$ cat src/rtl/pidfd_pkg.sv
package pidfd_pkg;

    localparam int SAMPLE_W  = 16;
    localparam int GAIN_W    = 16;
    localparam int GAIN_FRAC = 8;
    localparam int ILIM_W    = 23;
    localparam int OLIM_W    = 15;
    localparam int K_W       = 16;
    localparam int DRIVE_W   = 16;

    localparam int ERR_W     = SAMPLE_W + 1;
    localparam int DIFF_W    = ERR_W + 1;
    localparam int DER_W     = DIFF_W;
    localparam int SUM_W     = ILIM_W + 1;
    localparam int SUMRAW_W  = ((SUM_W > ERR_W) ? SUM_W : ERR_W) + 1;

    // shared multiplier operands: a carries gains and filter weights, b the signals
    localparam int OPA_W     = K_W + 2;
    localparam int OPB_W     = (SUM_W > DIFF_W) ? SUM_W : DIFF_W;
    localparam int PROD_W    = OPA_W + OPB_W;
    localparam int ACC_W     = PROD_W + 2;
    localparam int Y_W       = ACC_W - GAIN_FRAC;

    localparam int K_ONE     = 1 << K_W;

    localparam int CFG_IDX_W  = 3;
    localparam int CFG_DATA_W = ILIM_W;
    localparam int TDATA_IN_W = 2 * SAMPLE_W;

    typedef enum logic [CFG_IDX_W-1:0] {
        REG_PROP_GAIN       = 3'd0,
        REG_INTEG_GAIN      = 3'd1,
        REG_DERIV_GAIN      = 3'd2,
        REG_INTEG_LIMIT     = 3'd3,
        REG_OUTPUT_LIMIT    = 3'd4,
        REG_DERIV_SMOOTHING = 3'd5
    } cfg_reg_t;

    typedef enum logic {
        OP_COMPUTE = 1'b0,
        OP_CLEAR   = 1'b1
    } opcode_t;

    typedef enum logic [2:0] {
        ST_IDLE,
        ST_DIFF,
        ST_FILT,
        ST_FACC,
        ST_PROP,
        ST_INTEG,
        ST_DERIV,
        ST_OUT
    } state_t;

    typedef struct packed {
        logic signed [GAIN_W-1:0] prop_gain;
        logic signed [GAIN_W-1:0] integ_gain;
        logic signed [GAIN_W-1:0] deriv_gain;
        logic [ILIM_W-1:0]        integ_limit;
        logic [OLIM_W-1:0]        output_limit;
        logic [K_W-1:0]           deriv_smoothing;
    } cfg_t;

    localparam cfg_t CFG_RESET = '{
        prop_gain:       GAIN_W'(256),
        integ_gain:      '0,
        deriv_gain:      '0,
        integ_limit:     '1,
        output_limit:    '1,
        deriv_smoothing: '0
    };

    typedef struct packed {
        logic mul_en;
        logic acc_en;
        logic acc_clr;
    } mac_ctl_t;

endpackage

$ cat src/rtl/pid_controller_filtered_derivative_core.sv
// PID controller step engine with clamped integrator and low-pass filtered derivative.
// A compute beat (s_tuser = 0) takes setpoint and measurement and returns one saturated
// drive beat; a clear beat (s_tuser = 1) zeroes the integrator, the previous error and the
// filtered derivative and returns drive 0. The block takes one item at a time: s_tready
// is high only between items. A compute item steps through the states DIFF, FILT, FACC,
// PROP, INTEG, DERIV and OUT before the output register is loaded, a clear item goes
// straight to OUT, and the next item can be taken once the engine is back in IDLE; OUT
// waits while m_tready holds a finished beat back. The pace is set by one
// shared multiply-accumulate unit that makes five multiplies per step (two for the
// derivative filter, three for the gains) under a small sequencer. The output register
// holds a finished result while the next item is taken. Gains are signed Q8.8, the filter
// weight on the previous derivative is unsigned Q0.16, and all shifts round toward minus
// infinity. The user must write cfg registers only while idle; the block does not check.
module pid_controller_filtered_derivative_core (
    input  logic                                   clk,
    input  logic                                   rst_n,
    input  logic                                   s_tvalid,
    output logic                                   s_tready,
    input  logic [pidfd_pkg::TDATA_IN_W-1:0]       s_tdata,   // setpoint, measured
    input  logic                                   s_tuser,   // opcode
    output logic                                   m_tvalid,
    input  logic                                   m_tready,
    output logic [pidfd_pkg::DRIVE_W-1:0]          m_tdata,   // drive
    input  logic                                   cfg_valid,
    output logic                                   cfg_ready,
    input  logic [pidfd_pkg::CFG_IDX_W-1:0]        cfg_index,
    input  logic [pidfd_pkg::CFG_DATA_W-1:0]       cfg_data
);

    pidfd_pkg::cfg_t     cfg;
    pidfd_pkg::mac_ctl_t mac_ctl;
    pidfd_pkg::state_t   state_reg, state_next;

    logic signed [pidfd_pkg::OPA_W-1:0]   mac_a;
    logic signed [pidfd_pkg::OPB_W-1:0]   mac_b;
    logic signed [pidfd_pkg::ACC_W-1:0]   acc;

    logic                                 out_valid_reg, out_valid_next;
    logic                                 clr_reg, clr_next;
    logic signed [pidfd_pkg::SUM_W-1:0]   sum_reg, sum_next;
    logic signed [pidfd_pkg::ERR_W-1:0]   perr_reg, perr_next;
    logic signed [pidfd_pkg::DER_W-1:0]   pder_reg, pder_next;
    logic signed [pidfd_pkg::ERR_W-1:0]   err_reg, err_next;
    logic signed [pidfd_pkg::DIFF_W-1:0]  diff_reg, diff_next;
    logic [pidfd_pkg::DRIVE_W-1:0]        out_reg, out_next;

    logic signed [pidfd_pkg::SAMPLE_W-1:0]  setpoint;
    logic signed [pidfd_pkg::SAMPLE_W-1:0]  measured;
    logic signed [pidfd_pkg::SUMRAW_W-1:0]  sum_raw;
    logic signed [pidfd_pkg::SUMRAW_W-1:0]  ilim;
    logic signed [pidfd_pkg::Y_W-1:0]       y_raw;
    logic signed [pidfd_pkg::Y_W-1:0]       olim;
    logic signed [pidfd_pkg::Y_W-1:0]       y_sat;
    logic signed [pidfd_pkg::OPA_W-1:0]     k_ext;
    logic                                   s_accept;

    assign setpoint = s_tdata[pidfd_pkg::SAMPLE_W-1:0];
    assign measured = s_tdata[2*pidfd_pkg::SAMPLE_W-1:pidfd_pkg::SAMPLE_W];
    assign s_tready = (state_reg == pidfd_pkg::ST_IDLE);
    assign s_accept = s_tvalid && s_tready;
    assign m_tvalid = out_valid_reg;
    assign m_tdata  = out_reg;

    pidfd_cfg u_cfg (
        .clk       (clk),
        .rst_n     (rst_n),
        .cfg_valid (cfg_valid),
        .cfg_ready (cfg_ready),
        .cfg_index (cfg_index),
        .cfg_data  (cfg_data),
        .cfg       (cfg)
    );

    pidfd_mac u_mac (
        .clk  (clk),
        .ctl  (mac_ctl),
        .op_a (mac_a),
        .op_b (mac_b),
        .acc  (acc)
    );

    // integrator update and output saturation
    always_comb
    begin
        sum_raw = {{(pidfd_pkg::SUMRAW_W - pidfd_pkg::SUM_W){sum_reg[pidfd_pkg::SUM_W-1]}},
                   sum_reg}
                + {{(pidfd_pkg::SUMRAW_W - pidfd_pkg::ERR_W){err_reg[pidfd_pkg::ERR_W-1]}},
                   err_reg};
        ilim    = {{(pidfd_pkg::SUMRAW_W - pidfd_pkg::ILIM_W){1'b0}}, cfg.integ_limit};

        y_raw   = acc[pidfd_pkg::ACC_W-1:pidfd_pkg::GAIN_FRAC];
        olim    = {{(pidfd_pkg::Y_W - pidfd_pkg::OLIM_W){1'b0}}, cfg.output_limit};
        priority if (y_raw > olim)
        begin
            y_sat = olim;
        end
        else if (y_raw < -olim)
        begin
            y_sat = -olim;
        end
        else
        begin
            y_sat = y_raw;
        end

        k_ext = {{(pidfd_pkg::OPA_W - pidfd_pkg::K_W){1'b0}}, cfg.deriv_smoothing};
    end

    always_comb
    begin
        state_next     = state_reg;
        out_valid_next = out_valid_reg;
        clr_next       = clr_reg;
        sum_next       = sum_reg;
        perr_next      = perr_reg;
        pder_next      = pder_reg;
        err_next       = err_reg;
        diff_next      = diff_reg;
        out_next       = out_reg;
        mac_ctl        = '0;
        mac_a          = '0;
        mac_b          = '0;

        if (out_valid_reg && m_tready)
        begin
            out_valid_next = 1'b0;
        end

        unique case (state_reg)
            pidfd_pkg::ST_IDLE:
            begin
                if (s_accept)
                begin
                    if (pidfd_pkg::opcode_t'(s_tuser) == pidfd_pkg::OP_CLEAR)
                    begin
                        sum_next   = '0;
                        perr_next  = '0;
                        pder_next  = '0;
                        clr_next   = 1'b1;
                        state_next = pidfd_pkg::ST_OUT;
                    end
                    else
                    begin
                        err_next   = {setpoint[pidfd_pkg::SAMPLE_W-1], setpoint}
                                   - {measured[pidfd_pkg::SAMPLE_W-1], measured};
                        clr_next   = 1'b0;
                        state_next = pidfd_pkg::ST_DIFF;
                    end
                end
            end
            pidfd_pkg::ST_DIFF:
            begin
                diff_next = {err_reg[pidfd_pkg::ERR_W-1], err_reg}
                          - {perr_reg[pidfd_pkg::ERR_W-1], perr_reg};
                perr_next = err_reg;
                priority if (sum_raw > ilim)
                begin
                    sum_next = pidfd_pkg::SUM_W'(ilim);
                end
                else if (sum_raw < -ilim)
                begin
                    sum_next = pidfd_pkg::SUM_W'(-ilim);
                end
                else
                begin
                    sum_next = pidfd_pkg::SUM_W'(sum_raw);
                end
                // k * previous filtered derivative
                mac_ctl.mul_en = 1'b1;
                mac_a          = k_ext;
                mac_b          = {{(pidfd_pkg::OPB_W - pidfd_pkg::DER_W)
                                   {pder_reg[pidfd_pkg::DER_W-1]}}, pder_reg};
                state_next     = pidfd_pkg::ST_FILT;
            end
            pidfd_pkg::ST_FILT:
            begin
                // (1 - k) * raw derivative
                mac_ctl.mul_en  = 1'b1;
                mac_ctl.acc_en  = 1'b1;
                mac_ctl.acc_clr = 1'b1;
                mac_a           = pidfd_pkg::OPA_W'(pidfd_pkg::K_ONE) - k_ext;
                mac_b           = {{(pidfd_pkg::OPB_W - pidfd_pkg::DIFF_W)
                                    {diff_reg[pidfd_pkg::DIFF_W-1]}}, diff_reg};
                state_next      = pidfd_pkg::ST_FACC;
            end
            pidfd_pkg::ST_FACC:
            begin
                mac_ctl.mul_en = 1'b1;
                mac_ctl.acc_en = 1'b1;
                mac_a          = {{(pidfd_pkg::OPA_W - pidfd_pkg::GAIN_W)
                                   {cfg.prop_gain[pidfd_pkg::GAIN_W-1]}}, cfg.prop_gain};
                mac_b          = {{(pidfd_pkg::OPB_W - pidfd_pkg::ERR_W)
                                   {err_reg[pidfd_pkg::ERR_W-1]}}, err_reg};
                state_next     = pidfd_pkg::ST_PROP;
            end
            pidfd_pkg::ST_PROP:
            begin
                // filter sum is complete, floor shift by the Q0.16 fraction
                pder_next       = acc[pidfd_pkg::K_W +: pidfd_pkg::DER_W];
                mac_ctl.mul_en  = 1'b1;
                mac_ctl.acc_en  = 1'b1;
                mac_ctl.acc_clr = 1'b1;
                mac_a           = {{(pidfd_pkg::OPA_W - pidfd_pkg::GAIN_W)
                                    {cfg.integ_gain[pidfd_pkg::GAIN_W-1]}}, cfg.integ_gain};
                mac_b           = {{(pidfd_pkg::OPB_W - pidfd_pkg::SUM_W)
                                    {sum_reg[pidfd_pkg::SUM_W-1]}}, sum_reg};
                state_next      = pidfd_pkg::ST_INTEG;
            end
            pidfd_pkg::ST_INTEG:
            begin
                mac_ctl.mul_en = 1'b1;
                mac_ctl.acc_en = 1'b1;
                mac_a          = {{(pidfd_pkg::OPA_W - pidfd_pkg::GAIN_W)
                                   {cfg.deriv_gain[pidfd_pkg::GAIN_W-1]}}, cfg.deriv_gain};
                mac_b          = {{(pidfd_pkg::OPB_W - pidfd_pkg::DER_W)
                                   {pder_reg[pidfd_pkg::DER_W-1]}}, pder_reg};
                state_next     = pidfd_pkg::ST_DERIV;
            end
            pidfd_pkg::ST_DERIV:
            begin
                mac_ctl.acc_en = 1'b1;
                state_next     = pidfd_pkg::ST_OUT;
            end
            pidfd_pkg::ST_OUT:
            begin
                // wait for the output register to be free
                if (!out_valid_reg || m_tready)
                begin
                    out_next       = clr_reg ? '0 : pidfd_pkg::DRIVE_W'(y_sat);
                    out_valid_next = 1'b1;
                    state_next     = pidfd_pkg::ST_IDLE;
                end
            end
            default:
            begin
                state_next = pidfd_pkg::ST_IDLE;
            end
        endcase
    end

    always_ff @(posedge clk or negedge rst_n)
    begin
        if (!rst_n)
        begin
            state_reg     <= pidfd_pkg::ST_IDLE;
            out_valid_reg <= 1'b0;
            clr_reg       <= 1'b0;
            sum_reg       <= '0;
            perr_reg      <= '0;
            pder_reg      <= '0;
        end
        else
        begin
            state_reg     <= state_next;
            out_valid_reg <= out_valid_next;
            clr_reg       <= clr_next;
            sum_reg       <= sum_next;
            perr_reg      <= perr_next;
            pder_reg      <= pder_next;
        end
    end

    always_ff @(posedge clk)
    begin
        err_reg  <= err_next;
        diff_reg <= diff_next;
        out_reg  <= out_next;
    end

endmodule

$ cat src/rtl/pidfd_cfg.sv
module pidfd_cfg (
    input  logic                              clk,
    input  logic                              rst_n,
    input  logic                              cfg_valid,
    output logic                              cfg_ready,
    input  logic [pidfd_pkg::CFG_IDX_W-1:0]   cfg_index,
    input  logic [pidfd_pkg::CFG_DATA_W-1:0]  cfg_data,
    output pidfd_pkg::cfg_t                   cfg
);

    pidfd_pkg::cfg_t cfg_reg;
    pidfd_pkg::cfg_t cfg_next;

    assign cfg_ready = 1'b1;
    assign cfg         = cfg_reg;

    always_comb
    begin
        cfg_next = cfg_reg;
        if (cfg_valid)
        begin
            // unknown indexes are dropped
            unique case (pidfd_pkg::cfg_reg_t'(cfg_index))
                pidfd_pkg::REG_PROP_GAIN:
                    cfg_next.prop_gain = cfg_data[pidfd_pkg::GAIN_W-1:0];
                pidfd_pkg::REG_INTEG_GAIN:
                    cfg_next.integ_gain = cfg_data[pidfd_pkg::GAIN_W-1:0];
                pidfd_pkg::REG_DERIV_GAIN:
                    cfg_next.deriv_gain = cfg_data[pidfd_pkg::GAIN_W-1:0];
                pidfd_pkg::REG_INTEG_LIMIT:
                    cfg_next.integ_limit = cfg_data[pidfd_pkg::ILIM_W-1:0];
                pidfd_pkg::REG_OUTPUT_LIMIT:
                    cfg_next.output_limit = cfg_data[pidfd_pkg::OLIM_W-1:0];
                pidfd_pkg::REG_DERIV_SMOOTHING:
                    cfg_next.deriv_smoothing = cfg_data[pidfd_pkg::K_W-1:0];
                default:
                    cfg_next = cfg_reg;
            endcase
        end
    end

    always_ff @(posedge clk or negedge rst_n)
    begin
        if (!rst_n)
        begin
            cfg_reg <= pidfd_pkg::CFG_RESET;
        end
        else
        begin
            cfg_reg <= cfg_next;
        end
    end

endmodule

$ cat src/rtl/pidfd_mac.sv
module pidfd_mac (
    input  logic                                  clk,
    input  pidfd_pkg::mac_ctl_t                   ctl,
    input  logic signed [pidfd_pkg::OPA_W-1:0]    op_a,
    input  logic signed [pidfd_pkg::OPB_W-1:0]    op_b,
    output logic signed [pidfd_pkg::ACC_W-1:0]    acc
);

    logic signed [pidfd_pkg::PROD_W-1:0] prod_reg;
    logic signed [pidfd_pkg::PROD_W-1:0] prod_next;
    logic signed [pidfd_pkg::ACC_W-1:0]  acc_reg;
    logic signed [pidfd_pkg::ACC_W-1:0]  acc_next;
    logic signed [pidfd_pkg::ACC_W-1:0]  acc_base;
    logic signed [pidfd_pkg::ACC_W-1:0]  prod_ext;

    assign acc = acc_reg;

    always_comb
    begin
        prod_next = op_a * op_b;
        prod_ext  = {{(pidfd_pkg::ACC_W - pidfd_pkg::PROD_W){prod_reg[pidfd_pkg::PROD_W-1]}},
                     prod_reg};
        acc_base  = ctl.acc_clr ? '0 : acc_reg;
        acc_next  = acc_base + prod_ext;
    end

    // product is registered, and the accumulate adds it in the next cycle
    always_ff @(posedge clk)
    begin
        if (ctl.mul_en)
        begin
            prod_reg <= prod_next;
        end
        if (ctl.acc_en)
        begin
            acc_reg <= acc_next;
        end
    end

endmodule

$ cat config.mk
export PLATFORM = sky130hd
export DESIGN_NAME = pid_controller_filtered_derivative_core
export DESIGN_NICKNAME = d
export VERILOG_FILES = /design/src/rtl/pidfd_pkg.sv /design/src/rtl/pid_controller_filtered_derivative_core.sv /design/src/rtl/pidfd_cfg.sv /design/src/rtl/pidfd_mac.sv
export SDC_FILE = /design/constraint.sdc
export NUM_CORES = 2
export LEC_CHECK = 0
export BUFFER_PORTS_ARGS = -buffer_cell sky130_fd_sc_hd__buf_2
export CORE_MARGIN = 5
export CORE_UTILIZATION = 35
export DETAILED_ROUTE_END_ITERATION = 8
export GPL_ROUTABILITY_DRIVEN = 1
export HOLD_SLACK_MARGIN = 0.05
export SLEW_MARGIN = 10
export SYNTH_ARGS = -nofsm -noshare
export SYNTH_HDL_FRONTEND = slang
export SYNTH_SLANG_ARGS = --single-unit
$ cat constraint.sdc
create_clock -name clk -period 10.9 [get_ports clk]
set_input_delay 1.09 -clock clk [delete_from_list [all_inputs] [get_ports clk]]
set_output_delay 1.09 -clock clk [all_outputs]
set_load 0.02 [all_outputs]
==> impl_metrics.tcl <==
set metrics [dict create \
    clock_path_buffers 3 \
    worst_pin_slew_ps 1260 \
    area_growth_pct 9.67 \
    ys.flop_type "edfxtp_1" \
    post_cts_buffers 0 \
    slew_violations 0 \
    crit_fanout 23 \
    fmax_mhz 102 \
    final_nets 4734 \
    finalNonFillerCells 5331 \
    die_y_um 331 \
    rows 117 \
    ant_nets 0 \
    fill_cells 10300 \
    min_path_type "in2async" \
    finalClockSkew_ps 11.4 \
    powerDensity_mw_per_mm2 345 \
    fin_crit_ps 9790 \
    hold_viol_final 0 \
    cp_top_family "adder cells" \
    cts_hold_buf 0 \
    vias 27900 \
    grt_max_degree 70 \
    synth_top_area_frac 0.238 \
    seq_area_frac_synth 0.230 \
    synth_seq_cells 303 \
    slew_headroom 0.158 \
    crit_path_end_kind "flip-flop" \
    die_width_um 331 \
    synth_edf_count 137 \
    final_cell_area_mm2 0.0396 \
    routed_wl_um 107000 \
    grt.overflow.total 0 \
    place_area_mm2 0.0383 \
    crit_required_ps 11200 \
    core-area_mm2 0.102 \
    setup_viol_count_final 0 \
    cts_resized 0 \
    grt_pass1_wl_um 169000 \
    h-tree-depth 2 \
    synth_common_cells "inv_1, fa_1, nand2_1" \
    crit_path_top_delay_cell "fa_1" \
    slowest_delay_ps 550 \
    synth_most_common_cell "inv_1" \
    avgSynthCellArea_um2 9.30 \
    dp_hpwl_um 85900 \
    postSynthCellCount 3882 \
    drc 0 \
    arrival_ps 10090 \
    fin_hold_ws_ps 466 \
    synthTopCellsByArea "fa_1, edfxtp_1, ha_1" \
    dieArea_mm2 0.110 \
    post-route-period-util 0.898 \
    gp_congestion 0.903 \
    cp-start-kind "flip-flop" \
    p_leak_nw 18.5 \
    start_util 0.353 \
    clk_latency_ps 570 \
    port_buffers 81 \
    status "complete, no violations" \
    drtIter0Drc 2229 \
    ir_drop_mv 0.210 \
    async_flop_share 0.548 \
    synth_top_cell_by_area "fa_1" \
    cts_buffers 38 \
    tns_ps 0 \
    grt_usage 0.197 \
    critPathKind "reg2reg" \
    cts-root-buf "clkbuf_16" \
    largest_reg_flops 102 \
    maxCapViolCount 0 \
    ios 83 \
    grt_pass1_vias 28300 \
    synth_cell_types 86 \
    yosys_warnings 0 \
    via_per_inst 5.24 \
    fin_util 0.387 \
    clock-sinks 303 \
    dr.pass1.iters 6 \
    antenna_found_initial 4 \
    dp_cells 5259 \
    syn_area_mm2 0.0361 \
    cts_tree "built" \
    wire_per_inst_um 20.0 \
    rsz0062_at_grt "no" \
    final_layout_size_suffix_gt1_frac 0.0954 \
    synth_nets 4684 \
    path_clk_slew_ps 70 \
    path_buf_inv 8 \
]
## cell usage in the layout, fill, tap and decap left out, types with 9 or more instances in the layout
cell / count
nand2_1: 398
nand4_1: 28
dfstp_2: 39
o21bai_1: 19
a21boi_0: 12
inv_1: 655
a21oi_1: 155
a31oi_1: 19
mux2i_1: 56
mux2_2: 90
o21a_1: 22
a211oi_1: 29
nand3_1: 51
nor4_1: 22
o31ai_1: 10
or3_1: 18
a221o_1: 15
xor2_1: 34
nor2_1: 313
nor3_1: 60
or2_2: 9
xnor2_1: 132
edfxtp_1: 137
o211ai_1: 9
buf_4: 65
nor2b_1: 35
a21o_1: 72
fa_1: 429
buf_2: 80
and2_1: 74
o21ai_0: 123
dfrtp_1: 126
nand2b_1: 39
a32oi_1: 9
a221oi_1: 19
a22o_1: 32
ha_1: 309
clkbuf_16: 41
and3_1: 16
## final timing paths
kind | from | endpoint | slack [ps] | cells past startpoint
max | state_reg[2] | u_mac.prod_reg[41] | 1110 | 32
min | rst_n | sum_reg[18] | 470 | 1
max reg2reg | state_reg[2] | u_mac.prod_reg[41] | 1110 | 32
min reg2reg | perr_reg[6] | perr_reg[6] | 500 | 1
max in group asynchronous | rst_n | state_reg[0] | 8490 | 3
min in group clk | perr_reg[6] | perr_reg[6] | 500 | 1
## worst reg2reg max path: cells and delay by family (launching register included)
family / cells / cell delay, ps
AO/OA/AOI/OAI: 7 / 2390
XOR/XNOR: 1 / 120
adder cells (fa/ha/maj): 8 / 3750
buffers and inverters: 8 / 1070
flip-flops: 1 / 360
AND/OR/NAND/NOR: 8 / 1850
## cell type report
type,instances,area (um2),share of cell area
clock inverters,18,185,0.00468
clock buffers,52,1100,0.0277
repair buffers,147,905,0.0228
flip-flops and latches,303,8320,0.210
diodes,1,2.50,0.0000632
inverters,657,2470,0.0623
multi-input cells,2785,24900,0.629
well taps,1368,1710,0.0432
## stage by stage
stage	power, mW	setup slack, ps
3_5_place_dp	12.3	1200
3_3_place_gp	12.2	1240
4_1_cts	13.7	1180
2_1_floorplan	9.44	1780
5_1_grt	15.1	655
6_report	13.7	1110
## kinds of logic (layout without fill, tap and decap cells)
family | after synthesis | in the layout | synth area share
AND/OR/NAND/NOR | 1100 | 1100 | 0.139
multiplexers | 146 | 146 | 0.0436
adder cells (fa/ha/maj) | 738 | 738 | 0.345
flip-flops | 303 | 303 | 0.230
other | 1 | 2 | 0.000104
XOR/XNOR | 166 | 166 | 0.0403
buffers and inverters | 794 | 874 | 0.0828
AO/OA/AOI/OAI | 634 | 634 | 0.119
## metal layers
metal / GRT usage / share of wire / vias to the layer above
li1: - / - / 12900
met1: 0.278 / 0.45 / 13900
met2: 0.319 / 0.45 / 908
met3: 0.0272 / 0.067 / 173
met4: 0.0572 / 0.033 / 2
met5: 0 / 0.000066 / -
## power breakdown
| part | internal (mW) | leakage, nW | switching, mW |
|---|---|---|---|
| sequential | 2.02 | 3.31 | 0.528 |
| combinational | 3.76 | 14.6 | 6.04 |
| clock | 0.782 | 0.633 | 0.543 |
Note: power is estimated with default switching activity, not from simulation.
